$ cat src/hdl/urav_pkg.sv
// ----------------------------------------------------------------------------
// urav_pkg - shared types and constants of the ultrasonic range averager
// Measurement phases, field widths and parameter defaults.
// ----------------------------------------------------------------------------
package urav_pkg;

	localparam int NUM_SAMPLES_DEF = 10;
	localparam int COUNT_WIDTH_DEF = 16;

	localparam int TICK_W = 8;
	localparam int DIST_W = 15;
	localparam int CFG_IDX_W = 2;
	localparam int CFG_DATA_W = 15;
	localparam int IN_TDATA_W = 8;
	localparam int OUT_TDATA_W = 40;

	// count to 1/16 cm: (count * 1114) >> 12
	localparam logic [10:0] CM_MULT = 11'd1114;
	localparam int CM_SHIFT = 12;
	localparam logic [DIST_W-1:0] DIST_MAX = '1;

	localparam logic [TICK_W-1:0] SETTLE_RST = 8'd20;
	localparam logic [TICK_W-1:0] PULSE_RST = 8'd10;
	localparam logic [DIST_W-1:0] LIMIT_RST = 15'd6400;
	localparam logic [DIST_W-1:0] DEFAULT_RST = 15'd1600;

	typedef enum logic [CFG_IDX_W-1:0] {
		REG_SETTLE  = 2'd0,
		REG_PULSE   = 2'd1,
		REG_LIMIT   = 2'd2,
		REG_DEFAULT = 2'd3
	} reg_idx_t;

	typedef enum logic [2:0] {
		PH_IDLE   = 3'd0,
		PH_SETTLE1 = 3'd1,
		PH_PULSE  = 3'd2,
		PH_SETTLE2 = 3'd3,
		PH_WAIT   = 3'd4,
		PH_COUNT  = 3'd5
	} phase_t;

endpackage

$ cat src/hdl/ultrasonic_range_averager.sv
// ----------------------------------------------------------------------------
// ultrasonic_range_averager - echo ranger with moving average
// Sequences the trigger pulse, times the echo, converts to 1/16 cm and keeps
// a running-sum average over NUM_SAMPLES slots, one per measurement; only in-range results are written.
// ----------------------------------------------------------------------------
// Channel   Dir   Handshake            Contents
// s_*       in    tvalid/tready        one tick: start_req, echo
// m_*       out   tvalid/tready        one result per tick
// cfg_*     in    we (no wait)         settle, pulse, range limit, default
//
// One item per cycle sustained while the output is not stalled; each item goes
// through the input register, then the result register, once it is accepted.
// The distance of the current echo count is kept registered, so the finish
// tick only does the sum update and the reciprocal multiply for the average.
// Reset clears state, sample store and registers to their reset values.
// A stalled output holds one result while one more item waits in the input
// register; s_tready drops only when both are full.
// ----------------------------------------------------------------------------
module ultrasonic_range_averager #(
	parameter int NUM_SAMPLES = urav_pkg::NUM_SAMPLES_DEF,
	parameter int COUNT_WIDTH = urav_pkg::COUNT_WIDTH_DEF
) (
	input  logic                             clk,
	input  logic                             arst_n,
	input  logic                             s_tvalid,
	output logic                             s_tready,
	input  logic [urav_pkg::IN_TDATA_W-1:0]  s_tdata,   // start_req, echo, zero pad
	output logic                             m_tvalid,
	input  logic                             m_tready,
	output logic [urav_pkg::OUT_TDATA_W-1:0] m_tdata,   // trig, busy_res, done_res,
	                                                    // in_range, last_distance_q4,
	                                                    // average_q4, zero pad
	input  logic                             cfg_we,
	input  logic [urav_pkg::CFG_IDX_W-1:0]   cfg_index,
	input  logic [urav_pkg::CFG_DATA_W-1:0]  cfg_data
);
	import urav_pkg::*;

	localparam int SLOT_W = $clog2(NUM_SAMPLES);
	localparam int MCNT_W = $clog2(NUM_SAMPLES + 1);
	localparam int SUM_W = DIST_W + $clog2(NUM_SAMPLES);
	localparam int PROD_W = COUNT_WIDTH + 11;
	// floor(sum / N) = (sum * RECIP) >> RK, exact for all sum below 2^SUM_W
	localparam int RK = SUM_W + $clog2(NUM_SAMPLES);
	localparam int RECIP = ((1 << RK) + NUM_SAMPLES - 1) / NUM_SAMPLES;
	localparam int AVGP_W = SUM_W + RK;
	localparam logic [SLOT_W-1:0] SLOT_LAST = SLOT_W'(NUM_SAMPLES - 1);
	localparam logic [MCNT_W-1:0] MCNT_FULL = MCNT_W'(NUM_SAMPLES);

	// configuration
	logic [TICK_W-1:0] settle_q, pulse_q;
	logic [DIST_W-1:0] limit_q, default_q;

	// pipeline
	logic valid_s1, start_s1, echo_s1;
	logic out_valid_q;
	logic [OUT_TDATA_W-1:0] out_data_q;
	logic adv;

	// measurement state
	phase_t phase_q, phase_d;
	logic [TICK_W-1:0] ticks_q, ticks_d;
	logic [COUNT_WIDTH-1:0] count_q, count_d;
	logic [DIST_W-1:0] cdist_q, cdist_d;
	logic [DIST_W-1:0] store_q [NUM_SAMPLES];
	logic [SLOT_W-1:0] slot_q, slot_d;
	logic [MCNT_W-1:0] mcnt_q, mcnt_d;
	logic [SUM_W-1:0] sum_q, sum_d;
	logic [DIST_W-1:0] last_q, last_d;
	logic wr_en;

	// per-tick combinational terms
	phase_t ph_eff;
	logic [TICK_W-1:0] tick_inc, tick_target;
	logic trig, busy, done, acc;
	logic [AVGP_W-1:0] avg_prod;
	logic [DIST_W-1:0] avg;
	logic [PROD_W-1:0] cm_prod, cm_shift;

	assign adv = valid_s1 && (!out_valid_q || m_tready);
	assign s_tready = !valid_s1 || adv;
	assign m_tvalid = out_valid_q;
	assign m_tdata = out_data_q;

	always_ff @(posedge clk or negedge arst_n) begin
		if (!arst_n) begin
			settle_q <= SETTLE_RST;
			pulse_q <= PULSE_RST;
			limit_q <= LIMIT_RST;
			default_q <= DEFAULT_RST;
		end else if (cfg_we) begin
			case (reg_idx_t'(cfg_index))
				REG_SETTLE: settle_q <= cfg_data[TICK_W-1:0];
				REG_PULSE: pulse_q <= cfg_data[TICK_W-1:0];
				REG_LIMIT: limit_q <= cfg_data[DIST_W-1:0];
				REG_DEFAULT: default_q <= cfg_data[DIST_W-1:0];
				default: ;
			endcase
		end
	end

	always_ff @(posedge clk or negedge arst_n) begin
		if (!arst_n) begin
			valid_s1 <= 1'b0;
		end else if (s_tready) begin
			valid_s1 <= s_tvalid;
		end
	end

	always_ff @(posedge clk) begin
		if (s_tready && s_tvalid) begin
			start_s1 <= s_tdata[0];
			echo_s1 <= s_tdata[1];
		end
	end

	// distance of a count, saturated to the field width
	function automatic logic [DIST_W-1:0] to_q4(input logic [PROD_W-1:0] sh);
		if (sh > PROD_W'(DIST_MAX))
			return DIST_MAX;
		return sh[DIST_W-1:0];
	endfunction

	always_comb begin
		phase_d = phase_q;
		ticks_d = ticks_q;
		count_d = count_q;
		slot_d = slot_q;
		mcnt_d = mcnt_q;
		sum_d = sum_q;
		last_d = last_q;
		wr_en = 1'b0;
		trig = 1'b0;
		busy = 1'b1;
		done = 1'b0;
		acc = 1'b0;

		ph_eff = phase_q;
		if (phase_q == PH_IDLE && start_s1) begin
			ph_eff = PH_SETTLE1;
			ticks_d = '0;
		end
		tick_inc = ticks_d + TICK_W'(1);
		tick_target = (ph_eff == PH_PULSE) ? pulse_q : settle_q;
		phase_d = ph_eff;

		case (ph_eff)
			PH_SETTLE1, PH_PULSE, PH_SETTLE2: begin
				trig = (ph_eff == PH_PULSE);
				if (tick_inc == tick_target) begin
					ticks_d = '0;
					case (ph_eff)
						PH_SETTLE1: phase_d = PH_PULSE;
						PH_PULSE: phase_d = PH_SETTLE2;
						default: phase_d = PH_WAIT;
					endcase
				end else begin
					ticks_d = tick_inc;
				end
			end
			PH_WAIT: begin
				if (echo_s1) begin
					count_d = COUNT_WIDTH'(1);
					phase_d = PH_COUNT;
				end
			end
			PH_COUNT: begin
				if (echo_s1) begin
					if (count_q != '1)
						count_d = count_q + COUNT_WIDTH'(1);
				end else begin
					done = 1'b1;
					busy = 1'b0;
					phase_d = PH_IDLE;
					ticks_d = '0;
					last_d = cdist_q;
					slot_d = (slot_q == SLOT_LAST) ? '0 : slot_q + SLOT_W'(1);
					if (mcnt_q < MCNT_FULL)
						mcnt_d = mcnt_q + MCNT_W'(1);
					if (cdist_q < limit_q) begin
						acc = 1'b1;
						wr_en = 1'b1;
						sum_d = sum_q - SUM_W'(store_q[slot_d]) + SUM_W'(cdist_q);
					end
				end
			end
			default: begin
				phase_d = PH_IDLE;
				busy = 1'b0;
			end
		endcase

		// track the distance of the echo count as it grows
		cm_prod = PROD_W'(count_d) * PROD_W'(CM_MULT);
		cm_shift = cm_prod >> CM_SHIFT;
		cdist_d = to_q4(cm_shift);

		avg_prod = AVGP_W'(sum_d) * AVGP_W'(RECIP);
		avg = (mcnt_d >= MCNT_FULL) ? avg_prod[RK +: DIST_W] : default_q;
	end

	always_ff @(posedge clk or negedge arst_n) begin
		if (!arst_n) begin
			phase_q <= PH_IDLE;
			ticks_q <= '0;
			count_q <= '0;
			cdist_q <= '0;
			slot_q <= '0;
			mcnt_q <= '0;
			sum_q <= '0;
			last_q <= '0;
			for (int i = 0; i < NUM_SAMPLES; i++)
				store_q[i] <= '0;
		end else if (adv) begin
			phase_q <= phase_d;
			ticks_q <= ticks_d;
			count_q <= count_d;
			cdist_q <= cdist_d;
			slot_q <= slot_d;
			mcnt_q <= mcnt_d;
			sum_q <= sum_d;
			last_q <= last_d;
			if (wr_en)
				store_q[slot_d] <= cdist_q;
		end
	end

	always_ff @(posedge clk or negedge arst_n) begin
		if (!arst_n) begin
			out_valid_q <= 1'b0;
		end else if (adv) begin
			out_valid_q <= 1'b1;
		end else if (m_tready) begin
			out_valid_q <= 1'b0;
		end
	end

	always_ff @(posedge clk) begin
		if (adv)
			out_data_q <= {6'd0, avg, last_d, acc, done, busy, trig};
	end

endmodule

$ cat config.mk
export PLATFORM = sky130hd
export DESIGN_NAME = ultrasonic_range_averager
export DESIGN_NICKNAME = d
export VERILOG_FILES = /design/src/hdl/urav_pkg.sv /design/src/hdl/ultrasonic_range_averager.sv
export SDC_FILE = /design/constraint.sdc
export NUM_CORES = 1
export LEC_CHECK = 0
export ABC_AREA = 1
export BUFFER_PORTS_ARGS = -buffer_cell sky130_fd_sc_hd__clkbuf_2
export CAP_MARGIN = 20
export CORE_MARGIN = 4
export CORE_UTILIZATION = 45
export DETAILED_ROUTE_END_ITERATION = 10
export HOLD_SLACK_MARGIN = 0.08
export SKIP_CTS_REPAIR_TIMING = 1
export SYNTH_ARGS = -nofsm -noshare
export SYNTH_HDL_FRONTEND = slang
export SYNTH_SLANG_ARGS = --single-unit
$ cat constraint.sdc
create_clock -name clk -period 10.3 [get_ports clk]
set_input_delay 1.545 -clock clk [delete_from_list [all_inputs] [get_ports clk]]
set_output_delay 1.545 -clock clk [all_outputs]
set_load 0.02 [all_outputs]
# Word-level counts from Yosys, hierarchy flattened

Index checks and enable logic that the tools add are counted.

Input bits: 30
Logic and storage cells: 119
Register bits: 318

Multiply operators: 2
Eq/ne operators: 11
$lt $le $gt $ge: 7
Add/sub/neg operators: 6
Reductions and logical operators: 18
Multiplexer cells: 44
Bitwise gates (word level): 2

Operator list:

| kind                                                                  | count |
|---|---|
| 150-bit bitwise mux                                                   | 1 |
| 15-bit two-way mux                                                    | 8 |
| 15-bit binary-select mux with 4-bit select                            | 1 |
| 15-bit demux with 4-bit select                                        | 1 |
| 19-bit two-way mux                                                    | 3 |
| 16-bit two-way mux                                                    | 3 |
| 19-bit by 20-bit multiplier with 38-bit output, second input constant | 1 |
| 8-bit two-way mux                                                     | 4 |
| 16-bit one-hot mux with 2 select lines                                | 1 |
| 16-bit by 10-bit multiplier with 26-bit output, second input constant | 1 |
| 4-bit two-way mux                                                     | 6 |
| 19-bit by 15-bit adder with 19-bit output                             | 1 |
| 19-bit by 15-bit subtractor with 19-bit output                        | 1 |
| 16-bit by 1-bit adder with 16-bit output, second input constant       | 1 |
| 16-bit inequality test, second input constant                         | 1 |
| 8-bit one-hot mux with 2 select lines                                 | 1 |
| 15-bit > comparator, second input constant                            | 1 |
| 15-bit less-than comparator                                           | 1 |
| 3-bit two-way mux                                                     | 4 |
| 5-bit greater-or-equal comparator, second input constant              | 2 |
| 4-bit NOT with 5-bit output                                           | 2 |
| 2-bit AND reduction                                                   | 5 |
| 3-bit one-hot mux with 3 select lines                                 | 1 |
| 4-bit by 1-bit adder with 4-bit output, second input constant         | 2 |
| other kinds (22)                                                      | 37 |

# Longest topological paths before layout

Gate-level depths: netlist of run 1.

Word-level depth: 13
Mapped depth: 52
Gate-level depth less buffers: 51

# Least setup slack after synthesis of run 1

No wires, ideal clock.

Path type: register -> register
From: register slot_q[1]
To: register out_data_q[29], in the netlist m_tdata[29] (data pin)
Cell stages (with the launch flop): 49
Arrival time: 8.699 ns
Slack: 1.348 ns
Cells stage by stage: dfrtp_1 inv_1 ha_1 nand2_1 nor2_1 nor2_1 inv_1 clkbuf_1 clkbuf_1 nand2_1 a32oi_1 a2bb2oi_1 a31oi_1 fa_1 ha_1 inv_1 o31ai_1 a21oi_1 [13 not listed] fa_1 fa_1 fa_1 inv_1 fa_1 inv_1 ha_1 a21oi_1 inv_1 a31oi_1 o21ai_0 a21oi_1 nand2_2 nand2_1 nand2_1 or2_1 nand3_1 nand2_1

Word-level cells in the longest chain between the ends: 13

RTL lines:

| element                                                                 | RTL line                         | text |
|---|---|---|
| from (decl)                                                             | ultrasonic_range_averager.sv:66  | `logic [SLOT_W-1:0] slot_q, slot_d;` |
| from (signal assigned)                                                  | ultrasonic_range_averager.sv:219 | `slot_q <= slot_d;` |
| 4-bit by 1-bit adder with 4-bit output or 4-bit == test (tied branches) | ultrasonic_range_averager.sv:177 | `slot_d = (slot_q == SLOT_LAST) ? '0 : slot_q + SLOT_W'(1);` |
| 4-bit two-way mux *                                                     | ultrasonic_range_averager.sv:177 |  |
| 4-bit NOT with 5-bit output (implied by the code) *                     | ultrasonic_range_averager.sv:183 | `sum_d = sum_q - SUM_W'(store_q[slot_d]) + SUM_W'(cdist_q);` |
| 15-bit binary-select mux with 4-bit select *                            | ultrasonic_range_averager.sv:183 |  |
| 15-bit two-way mux (implied by the code) * (2 in series)                | ultrasonic_range_averager.sv:183 |  |
| 19-bit by 15-bit subtractor with 19-bit output *                        | ultrasonic_range_averager.sv:183 |  |
| 19-bit by 15-bit adder with 19-bit output *                             | ultrasonic_range_averager.sv:183 |  |
| 19-bit two-way mux *                                                    | ultrasonic_range_averager.sv:180 | `if (cdist_q < limit_q) begin` |
| 19-bit two-way mux *                                                    | ultrasonic_range_averager.sv:168 | `if (echo_s1) begin` |
| 19-bit two-way mux *                                                    | ultrasonic_range_averager.sv:147 | `case (ph_eff)` |
| named net sum_d[13]                                                     | ultrasonic_range_averager.sv:68  | `logic [SUM_W-1:0] sum_q, sum_d;` |
| 19-bit by 20-bit multiplier with 38-bit output *                        | ultrasonic_range_averager.sv:198 | `avg_prod = AVGP_W'(sum_d) * AVGP_W'(RECIP);` |
| 15-bit two-way mux *                                                    | ultrasonic_range_averager.sv:199 | `avg = (mcnt_d >= MCNT_FULL) ? avg_prod[RK +: DIST_W] : default_q;` |
| named net avg[10]                                                       | ultrasonic_range_averager.sv:77  | `logic [DIST_W-1:0] avg;` |
| to (signal assigned)                                                    | ultrasonic_range_averager.sv:240 | `out_data_q <= {6'd0, avg, last_d, acc, done, busy, trig};` |
| to (decl)                                                               | ultrasonic_range_averager.sv:57  | `logic [OUT_TDATA_W-1:0] out_data_q;` |

The timed path passes the listed nets; every way through them passes the cells marked *. The select of a mux whose other input is x is not followed.
A chain may end at the register's enable or synchronous reset.

# Worst setup path in the final report of run 1

From: register slot_q[0]
To: register out_data_q[33], in the netlist m_tdata[33] (data pin)

The elaborated chain is that of the path after synthesis.

==> results.json, run 1 <==
{
  "core_area_sq_um": 54240,
  "drt_via_density": 5.360,
  "drive_above_1_share_pct": 8.016,
  "detail_route.drc_violations": 0,
  "cts_buffer_depth": 3,
  "finalSetupViolations": 0,
  "layout.cells.most_common_list": "667 x sky130_fd_sc_hd__nand2_1, 459 x sky130_fd_sc_hd__inv_1, 375 x sky130_fd_sc_hd__o21ai_0",
  "cts_root_buffer": "sky130_fd_sc_hd__clkbuf_16",
  "netlist_area_sq_um": 24820,
  "floorplan.initialDensity_pct": 45.76,
  "drv.max_cap_violation_count": 0,
  "largest_net_degree_at_the_start_of_global_routing": 136,
  "cpLargestDelayFamily": "adder cells",
  "ys_seq_area_share_pct": 32.84,
  "status": "finished, final reports clean",
  "synth_async_sr_flop_share_pct": 88.68,
  "cp_max_fo": 10,
  "io_pins": 72,
  "synth_edf_count": 36,
  "synth_top_flop_cell": "sky130_fd_sc_hd__dfrtp_1",
  "dpl.hpwl_um": 50520,
  "worst_skew_pair_later_pin_latency_ns": 0.58,
  "number_of_antenna_violations_at_the_first_check_in_global_routing": 0,
  "first_pass_iters": 6,
  "floorplan.rows": 85,
  "antenna_violating_nets_post_route": 0,
  "synth.top_cells.by_area": "sky130_fd_sc_hd__dfrtp_1 27%, sky130_fd_sc_hd__ha_1 13%, sky130_fd_sc_hd__fa_1 12%, sky130_fd_sc_hd__nand2_1 10%, sky130_fd_sc_hd__o21ai_0 7.7%",
  "initialDrtViolationCount": 1216,
  "timing.critical_path.mode_cell": "sky130_fd_sc_hd__nand2_1",
  "tritoncts": "yes",
  "yosys_warnings": 0,
  "cts.sink_count": 318,
  "fmaxAchievable_mhz": 102.0,
  "synth_cell_types": 68,
  "synth_area_per_cell_sq_um": 8.194,
  "postSynthCellCount": 3029,
  "number_of_global_route_vias_before_repair": 20450,
  "first_pass_grt_wire_length_um": 109900,
  "netlist.area_leader.share_pct": 27.42,
  "final_common_cell": "sky130_fd_sc_hd__nand2_1",
  "count_of_input_and_output_buffers": 59,
  "postLayoutCoreUtil_pct": 50.51,
  "gp_congestion": 0.9252,
  "crit_path_max_incr_delay_ns": 0.56,
  "finish.net_count": 3500,
  "critPathLaunchType": "flip-flop",
  "drt_wl_total_um": 67420,
  "critical_path_start_end_classification": "flip-flop to flip-flop",
  "cp_data_required_time_ns": 10.61,
  "min_period_over_period_pct": 95.23,
  "finalWorstPathRequiredPeriod_ns": 9.809,
  "timing.critical_path.to_type": "flip-flop",
  "ys_seq_elements": 318,
  "timing.clock.skew_ns": 0.03821,
  "grt_overflow": 0,
  "drt-wirelength-per-cell_um": 17.78,
  "worst-path-buf-inv": 11,
  "cts-buffers-inserted": 39,
  "timing.hold.worst.class": "flip-flop to flip-flop",
  "detailroute.via_count": 20320,
  "floorplan.die_area_sq_um": 58980,
  "slew_viol_final": 0,
  "dieWidth_um": 242.9,
  "critPathArrivalTime_ns": 10.12,
  "final-hold-violation-count": 0,
  "area_delta_synth_final_pct": 10.39,
  "yosys.area.top_type": "sky130_fd_sc_hd__dfrtp_1",
  "ctsHtreeMaxLevel": 2,
  "timing.critical_path.slowest_stage_cell": "sky130_fd_sc_hd__fa_1",
  "grtUsageTotal_pct": 22.97,
  "worst_setup_hold_path_clk_slew_ns": 0.06,
  "worst_pin_slew_ns": 1.160,
  "max-slew-margin-rel_pct": 22.66,
  "height_of_the_die_um": 242.9
}
## synth_stat cells, types with 5 or more instances
cell	instances
sky130_fd_sc_hd__buf_1	5
sky130_fd_sc_hd__clkbuf_1	91
sky130_fd_sc_hd__nand2_2	9
sky130_fd_sc_hd__nand3_1	66
sky130_fd_sc_hd__nor2_1	175
sky130_fd_sc_hd__ha_1	257
sky130_fd_sc_hd__nand4_1	17
sky130_fd_sc_hd__a21o_1	5
sky130_fd_sc_hd__o21ai_1	13
sky130_fd_sc_hd__a22oi_1	10
sky130_fd_sc_hd__fa_1	147
sky130_fd_sc_hd__nor2_2	8
sky130_fd_sc_hd__xor2_1	17
sky130_fd_sc_hd__dfstp_2	10
sky130_fd_sc_hd__nand3b_1	11
sky130_fd_sc_hd__a31o_2	8
sky130_fd_sc_hd__dfrtp_1	272
sky130_fd_sc_hd__nand2_1	669
sky130_fd_sc_hd__or2_2	5
sky130_fd_sc_hd__buf_2	6
sky130_fd_sc_hd__xnor2_1	23
sky130_fd_sc_hd__edfxtp_1	36
sky130_fd_sc_hd__o221ai_1	19
sky130_fd_sc_hd__o211ai_1	8
sky130_fd_sc_hd__a31oi_1	9
sky130_fd_sc_hd__nor3_1	28
sky130_fd_sc_hd__a21oi_1	150
sky130_fd_sc_hd__o21ai_0	382
sky130_fd_sc_hd__buf_4	10
sky130_fd_sc_hd__o22ai_1	11
sky130_fd_sc_hd__o21a_1	13
sky130_fd_sc_hd__inv_1	460
sky130_fd_sc_hd__inv_2	9
## registers in the layout, indices dropped and copies added (netlist names)
name       count
limit_q       15
count_q       16
m_tvalid       1
last_q        15
slot_q         4
settle_q       8
valid_s1       1
phase_q        3
ticks_q        8
echo_s1        1
m_tdata       34
store_q      150
sum_q         19
cdist_q       15
default_q     15
pulse_q        8
mcnt_q         4
start_s1       1
## area by class of cell
cell class | count | area, sq um
Antenna cell | 1 | 2.502
Clock buffer | 57 | 1125
Clock inverter | 12 | 153.9
Fill cell | 5205 | 26840
Inverter | 472 | 1778
Multi-Input combinational cell | 2129 | 14490
Sequential cell | 318 | 8152
Tap cell | 696 | 870.8
Timing Repair Buffer | 106 | 823.3
## cell families (layout without fill, tap and decap cells)
| family | Yosys count | count (layout) | synth area share [%] |
|---|---|---|---|
| adders and majority gates | 404 | 404 | 24.81 |
| AOI/OAI and AO/OA | 662 | 662 | 14.69 |
| DFF | 318 | 318 | 32.84 |
| buffers and inverters | 587 | 647 | 9.134 |
| muxes | 4 | 4 | 0.1613 |
| and+or+nand+nor | 1013 | 1013 | 16.94 |
| other | 1 | 7 | 0.01511 |
| xor gates and xnor gates | 40 | 40 | 1.411 |
## final timing paths
| kind | depth (start not counted) | start | to | slack [ns] |
|---|---|---|---|---|
| setup / recovery | 46 | slot_q[0]$_DFFE_PN0P_ | m_tdata[33]$_DFFE_PP_ | 0.49 |
| hold / removal | 2 | store_q[83]$_DFFE_PN0P_ | store_q[83]$_DFFE_PN0P_ | 0.48 |
| setup reg to reg | 46 | slot_q[0]$_DFFE_PN0P_ | m_tdata[33]$_DFFE_PP_ | 0.49 |
| hold reg to reg | 2 | store_q[83]$_DFFE_PN0P_ | store_q[83]$_DFFE_PN0P_ | 0.48 |
| max in group asynchronous | 2 | arst_n | store_q[134]$_DFFE_PN0P_ | 7.56 |
| min in group asynchronous | 1 | arst_n | last_q[11]$_DFFE_PN0P_ | 1.14 |
## per-layer routing
layer / track usage (%) / share of wire [%]
met2: 37.26 / 46
met4: 6.417 / 2.7
met3: 3.333 / 5.4
met5: 0 / 0
met1: 32.30 / 46
## per-stage QoR
| step | setup slack, ns | TNS, ns | cells | hold WS (ns) | instance area, sq um |
|---|---|---|---|---|---|
| after floorplan | 1.348 | 0 | 3034 | 0.4478 | 24840 |
| after global placement | 0.4902 | 0 | 3713 | 0.4611 | 25850 |
| after detailed placement | 0.3428 | 0 | 3713 | 0.4677 | 25850 |
| after CTS | 0.3108 | 0 | 3782 | 0.4817 | 27130 |
| after global routing | -0.01040 | -0.01501 | 3790 | 0.4956 | 27400 |
| final | 0.4913 | 0 | 3791 | 0.4790 | 27400 |
## tightest hold or removal path: stages (launching register included)
cell,delay (ns)
sky130_fd_sc_hd__dfrtp_1,0.33
sky130_fd_sc_hd__nand2_1,0.05
sky130_fd_sc_hd__o21ai_0,0.06
Power of run 1 is left out: the tool's default activity adds up to more than one toggle a clock period on the data nets, which glitch-free logic cannot reach.
==> inputs of run 2 (changes only) <==
==> constraint.sdc (replaced) <==
create_clock -name clk -period 10.3 [get_ports clk]
set_input_delay 1.03 -clock clk [delete_from_list [all_inputs] [get_ports clk]]
set_output_delay 1.03 -clock clk [all_outputs]
set_load 0.02 [all_outputs]
==> run 2 against run 1 <==
Effect of this change:
- flip-flop and latch count did not move
- die area did not move
- maximum frequency increased by 0.70%
- core utilization fell by 0.13 points
- clock skew is 0.020 ns lower
- first-iteration DRC count up 16%
- largest cell class unchanged
- global-route usage shrank 0.13 points
- critical path type unchanged
- via count increased by 0.31%
- register-to-register slack gained 0.07 ns
- worst hold slack got worse by 0.0022 ns
==> results.json, run 2 (synthesized netlist as in run 1, its figures left out) <==
{
  "worst_setup_hold_path_clk_slew_ns": 0.06,
  "timing.critical_path.to_type": "flip-flop",
  "rrSetupSlack_ns": 0.56,
  "layout.cells.most_common_list": "668 x sky130_fd_sc_hd__nand2_1, 457 x sky130_fd_sc_hd__inv_1, 374 x sky130_fd_sc_hd__o21ai_0",
  "cts_root_buffer": "sky130_fd_sc_hd__clkbuf_16",
  "drt_via_density": 5.374,
  "worst_pin_slew_ns": 1.126,
  "unrepaired_setup_endpoints_after_global_routing": "false",
  "finish.net_count": 3503,
  "finalWorstPathRequiredPeriod_ns": 9.741,
  "critPathArrivalTime_ns": 10.05,
  "hold_slack_ns": 0.4768,
  "cts.sink_count": 318,
  "floorplan.die_area_sq_um": 58980,
  "grtUsageTotal_pct": 22.83,
  "number_of_global_route_vias_before_repair": 20340,
  "largest_register_ff_count": 150,
  "timing.clock.skew_ns": 0.01869,
  "filler_cell_count": 5245,
  "first_pass_grt_wire_length_um": 109200,
  "tritoncts": "yes",
  "cp_data_required_time_ns": 10.60,
  "drt_wl_total_um": 66960,
  "drive_above_1_share_pct": 8.169,
  "number_of_antenna_violations_at_the_first_check_in_global_routing": 0,
  "dieWidth_um": 242.9,
  "height_of_the_die_um": 242.9,
  "r2r-end": "m_tdata[29]$_DFFE_PP_",
  "core_area_sq_um": 54240,
  "ctsHtreeMaxLevel": 2,
  "detail_route.drc_violations": 0,
  "seq_area_sq_um": 8152,
  "regMostFlops": "store_q",
  "initialDrtViolationCount": 1415,
  "drv.max_cap_violation_count": 0,
  "floorplan.rows": 85,
  "cts-buffers-inserted": 38,
  "setup_tns_ns": 0,
  "hp-start": "last_q[9]$_DFFE_PN0P_",
  "timing.hold.worst.class": "flip-flop to flip-flop",
  "finalSetupViolations": 0,
  "slew_viol_final": 0,
  "floorplan.initialDensity_pct": 45.76,
  "count_of_input_and_output_buffers": 59,
  "worst_skew_pair_later_pin_latency_ns": 0.56,
  "io_pins": 72,
  "drt-wirelength-per-cell_um": 17.65,
  "antenna_violating_nets_post_route": 0,
  "fmaxAchievable_mhz": 102.7,
  "multiInputGateArea_sq_um": 14480,
  "detailroute.via_count": 20380,
  "min_period_over_period_pct": 94.57,
  "insertedDiodeCount": 0,
  "timing.critical_path.mode_cell": "sky130_fd_sc_hd__inv_1",
  "area_delta_synth_final_pct": 10.10,
  "regToRegStartpoint": "slot_q[0]$_DFFE_PN0P_",
  "critical_path_start_end_classification": "flip-flop to flip-flop",
  "status": "finished, final reports clean",
  "gp_congestion": 0.9120,
  "critPathLaunchType": "flip-flop",
  "dpl.hpwl_um": 50680,
  "final-hold-violation-count": 0,
  "max-slew-margin-rel_pct": 24.72,
  "hold-path-endpoint": "last_q[9]$_DFFE_PN0P_",
  "final_common_cell": "sky130_fd_sc_hd__nand2_1",
  "cts_buffer_depth": 3,
  "first_pass_iters": 5,
  "largest_net_degree_at_the_start_of_global_routing": 129,
  "timing.critical_path.slowest_stage_cell": "sky130_fd_sc_hd__fa_1",
  "crit_path_max_incr_delay_ns": 0.62,
  "rr_worst_depth": 45,
  "hold_depth": 2,
  "cp_max_fo": 9,
  "grt_overflow": 0
}
==> run 2: cell count changes in the layout (fill, tap and decap cells not counted), sizes merged <==
| cell | before | now |
|---|---|---|
| bufinv | 3 | 0 |
| clkinvlp | 2 | 3 |
| clkbuf | 115 | 108 |
| inv | 470 | 471 |
| clkinv | 9 | 16 |
| buf | 48 | 52 |
| diode | 1 | 0 |
==> run 2: metrics by stage <==
stage	cell area (sq um)	util, %	worst slack [ns]	instances
after floorplan	24840	-	1.348	3034
after global placement	25870	47.70	0.2755	3716
after detailed placement	25870	47.70	0.1989	3716
after CTS	27050	49.88	0.1466	3784
after global routing	27330	50.38	0.002900	3793
final	27330	50.38	0.5595	3793
==> run 2: layout make-up <==
cell class                      count  share of cell area [%]
Sequential cell                   318                   29.83
Multi-Input combinational cell   2129                   53.00
Clock buffer                       50                   3.874
Tap cell                          696                   3.187
Timing Repair Buffer              110                   3.146
Clock inverter                     18                  0.4441
Inverter                          472                   6.520
==> run 2: worst max-delay path by stage <==
stage	start	end	slack [ns]
after global routing	slot_q[1]$_DFFE_PN0P_	m_tdata[19]$_DFFE_PP_	0.003
after detailed placement	slot_q[0]$_DFFE_PN0P_	m_tdata[29]$_DFFE_PP_	0.20
final	slot_q[0]$_DFFE_PN0P_	m_tdata[29]$_DFFE_PP_	0.56
after CTS	slot_q[0]$_DFFE_PN0P_	m_tdata[31]$_DFFE_PP_	0.15
after floorplan	slot_q[1]$_DFFE_PN0P_	m_tdata[29]$_DFFE_PP_	1.35
after global placement	slot_q[0]$_DFFE_PN0P_	m_tdata[29]$_DFFE_PP_	0.28
==> run 2: routing by layer <==
| metal | global-route usage (%) | wire length (um) | up-vias |
|---|---|---|---|
| met2 | 37.26 | 31040 | 503 |
| met3 | 3.741 | 3619 | 98 |
| met1 | 31.55 | 30450 | 9854 |
| met4 | 6.637 | 1854 | 0 |
| met5 | 0 | 0 | - |
| li1 | - | - | 9928 |
==> run 2: critical path: cells and delay by family, from the launching register on <==
| kind | cells | cell delay, ns |
|---|---|---|
| buf+inv | 11 | 1.32 |
| fa+ha+maj | 10 | 4.33 |
| compound gates | 9 | 1.67 |
| flops | 1 | 0.46 |
| simple gates | 14 | 1.59 |
| xor+xnor | 1 | 0.10 |
Power of run 2 is left out for the same reason.
==> inputs of run 3 (changes only) <==
==> constraint.sdc (replaced) <==
create_clock -name clk -period 10.6 [get_ports clk]
set_input_delay 1.06 -clock clk [delete_from_list [all_inputs] [get_ports clk]]
set_output_delay 1.06 -clock clk [all_outputs]
set_load 0.02 [all_outputs]
==> run 3 against run 2 <==
Effect of this change:
- flip-flop and latch count stayed put
- first-iteration DRC count grew 9.4%
- wire length grew 0.80%
- critical endpoint is now m_tdata[28]$_DFFE_PP_
- non-clock buffer count is 10 lower
- clock-buffer cell count increased by 10
- final area up 0.17%
- final cell count fell by 0.13%
- sequential share of layout area barely moved
- highest routed layer unchanged
- worst setup slack improved by 0.054 ns
- register-to-register slack improved by 0.05 ns
- die area is the same
==> results.json, run 3 (synthesized netlist as in run 1, its figures left out) <==
{
  "first_pass_iters": 6,
  "critPathLaunch": "slot_q[1]$_DFFE_PN0P_",
  "tritoncts": "yes",
  "area_delta_synth_final_pct": 10.28,
  "detailroute.via_count": 20380,
  "grt_overflow": 0,
  "grtUsageTotal_pct": 22.82,
  "regToRegStartpoint": "slot_q[1]$_DFFE_PN0P_",
  "initialDrtViolationCount": 1548,
  "floorplan.initialDensity_pct": 45.76,
  "r2r-end": "m_tdata[28]$_DFFE_PP_",
  "height_of_the_die_um": 242.9,
  "gp_congestion": 0.9275,
  "place.detailed.instances": 3704,
  "hold_depth": 2,
  "drt-wirelength-per-cell_um": 17.82,
  "postLayoutCoreUtil_pct": 50.46,
  "count_of_input_and_output_buffers": 59,
  "rr_worst_depth": 41,
  "dieWidth_um": 242.9,
  "first_pass_grt_wire_length_um": 109100,
  "final_common_cell": "sky130_fd_sc_hd__nand2_1",
  "core_area_sq_um": 54240,
  "max-slew-margin-rel_pct": 27.14,
  "finalWorstPathRequiredPeriod_ns": 9.987,
  "min_period_over_period_pct": 94.21,
  "antenna_violating_nets_post_route": 0,
  "floorplan.rows": 85,
  "cts_root_buffer": "sky130_fd_sc_hd__clkbuf_16",
  "finalSetupViolations": 0,
  "regMostFlops": "store_q",
  "critPathArrivalTime_ns": 10.30,
  "drv.max_cap_violation_count": 0,
  "crit_path_max_incr_delay_ns": 0.62,
  "dpl.hpwl_um": 50410,
  "critical_path_start_end_classification": "flip-flop to flip-flop",
  "dr.max_layer_used": "met4",
  "drt_wl_total_um": 67490,
  "final-hold-violation-count": 0,
  "hp-start": "last_q[0]$_DFFE_PN0P_",
  "wl_met3_um": 3836,
  "hold-path-endpoint": "last_q[0]$_DFFE_PN0P_",
  "largest_register_ff_count": 150,
  "number_of_antenna_violations_at_the_first_check_in_global_routing": 0,
  "finish.net_count": 3494,
  "worst_setup_hold_path_clk_slew_ns": 0.06,
  "cts_buffer_depth": 3,
  "drive_above_1_share_pct": 7.732,
  "layout.cells.most_common_list": "668 x sky130_fd_sc_hd__nand2_1, 456 x sky130_fd_sc_hd__inv_1, 377 x sky130_fd_sc_hd__o21ai_0",
  "cp_max_fo": 8,
  "slew_viol_final": 0,
  "detail_route.drc_violations": 0,
  "status": "finished, final reports clean",
  "worst_skew_pair_later_pin_latency_ns": 0.58,
  "cts-buffers-inserted": 39,
  "timing.clock.skew_ns": 0.04226,
  "floorplan.die_area_sq_um": 58980,
  "timing.critical_path.to_type": "flip-flop",
  "timing.critical_path.mode_cell": "sky130_fd_sc_hd__inv_1",
  "largest_net_degree_at_the_start_of_global_routing": 159,
  "critPathLaunchType": "flip-flop",
  "number_of_global_route_vias_before_repair": 20300,
  "cts.sink_count": 318,
  "routed-wl-met2_um": 31870,
  "drt_via_density": 5.381,
  "worst_pin_slew_ns": 1.090,
  "io_pins": 72,
  "timing.critical_path.slowest_stage_cell": "sky130_fd_sc_hd__fa_1",
  "fmaxAchievable_mhz": 100.1,
  "cp_data_required_time_ns": 10.91,
  "rrSetupSlack_ns": 0.61,
  "ctsHtreeMaxLevel": 2,
  "final_cells": 3788,
  "wl_met1_um": 30210,
  "timing.hold.worst.class": "flip-flop to flip-flop"
}
## run 3: cell types whose count changed in the layout (fill, tap and decap cells not counted), sizes merged
cell,previous run,this run
buf,52,42
clkbuf,108,118
clkinv,16,8
bufinv,0,4
clkinvlp,3,1
diode,0,1
## run 3: cell type report
cell class	instances	area (sq um)
antenna	1	2.502
timing repair buffer	100	780.7
sequential	318	8152
clock inverter	12	190.2
fill	5186	26870
inverter	472	1779
multi-input combinational	2129	14450
clock buffer	60	1146
tap	696	870.8
## run 3: how the worst max path moves through the flow
stage | to | slack [ns] | cells after the start
CTS | m_tdata[31]$_DFFE_PP_ | 0.39 | 43
finish | m_tdata[28]$_DFFE_PP_ | 0.61 | 41
global placement | m_tdata[33]$_DFFE_PP_ | 0.56 | 46
floorplan | m_tdata[29]$_DFFE_PP_ | 1.65 | 48
detailed placement | m_tdata[31]$_DFFE_PP_ | 0.43 | 43
global route | m_tdata[33]$_DFFE_PP_ | -0.06 | 47
## run 3: critical path, delay by kind of cell (launching register included)
kind	cells	cell delay (ns)
compound gates	10	2.36
xor+xnor	1	0.08
fa+ha+maj	10	4.30
buf+inv	10	1.10
flops	1	0.40
simple gates	10	1.47
## run 3: per-stage QoR
stage               hold slack, ns  TNS [ns]  worst slack [ns]  area [sq um]
floorplan                   0.4478         0             1.648         24840
global placement            0.4607         0            0.5641         25780
detailed placement          0.4659         0            0.4300         25800
CTS                         0.4809         0            0.3886         27140
global route                0.4971   -0.1104          -0.06313         27370
finish                      0.4765         0            0.6135         27370
## run 3: per-layer routing
| metal | vias up | GRT usage (%) |
|---|---|---|
| li1 | 9926 | - |
| met1 | 9860 | 31.49 |
| met2 | 509 | 37.93 |
| met3 | 87 | 3.355 |
| met4 | 0 | 5.941 |
| met5 | - | 0 |
Power of run 3 is left out for the same reason.
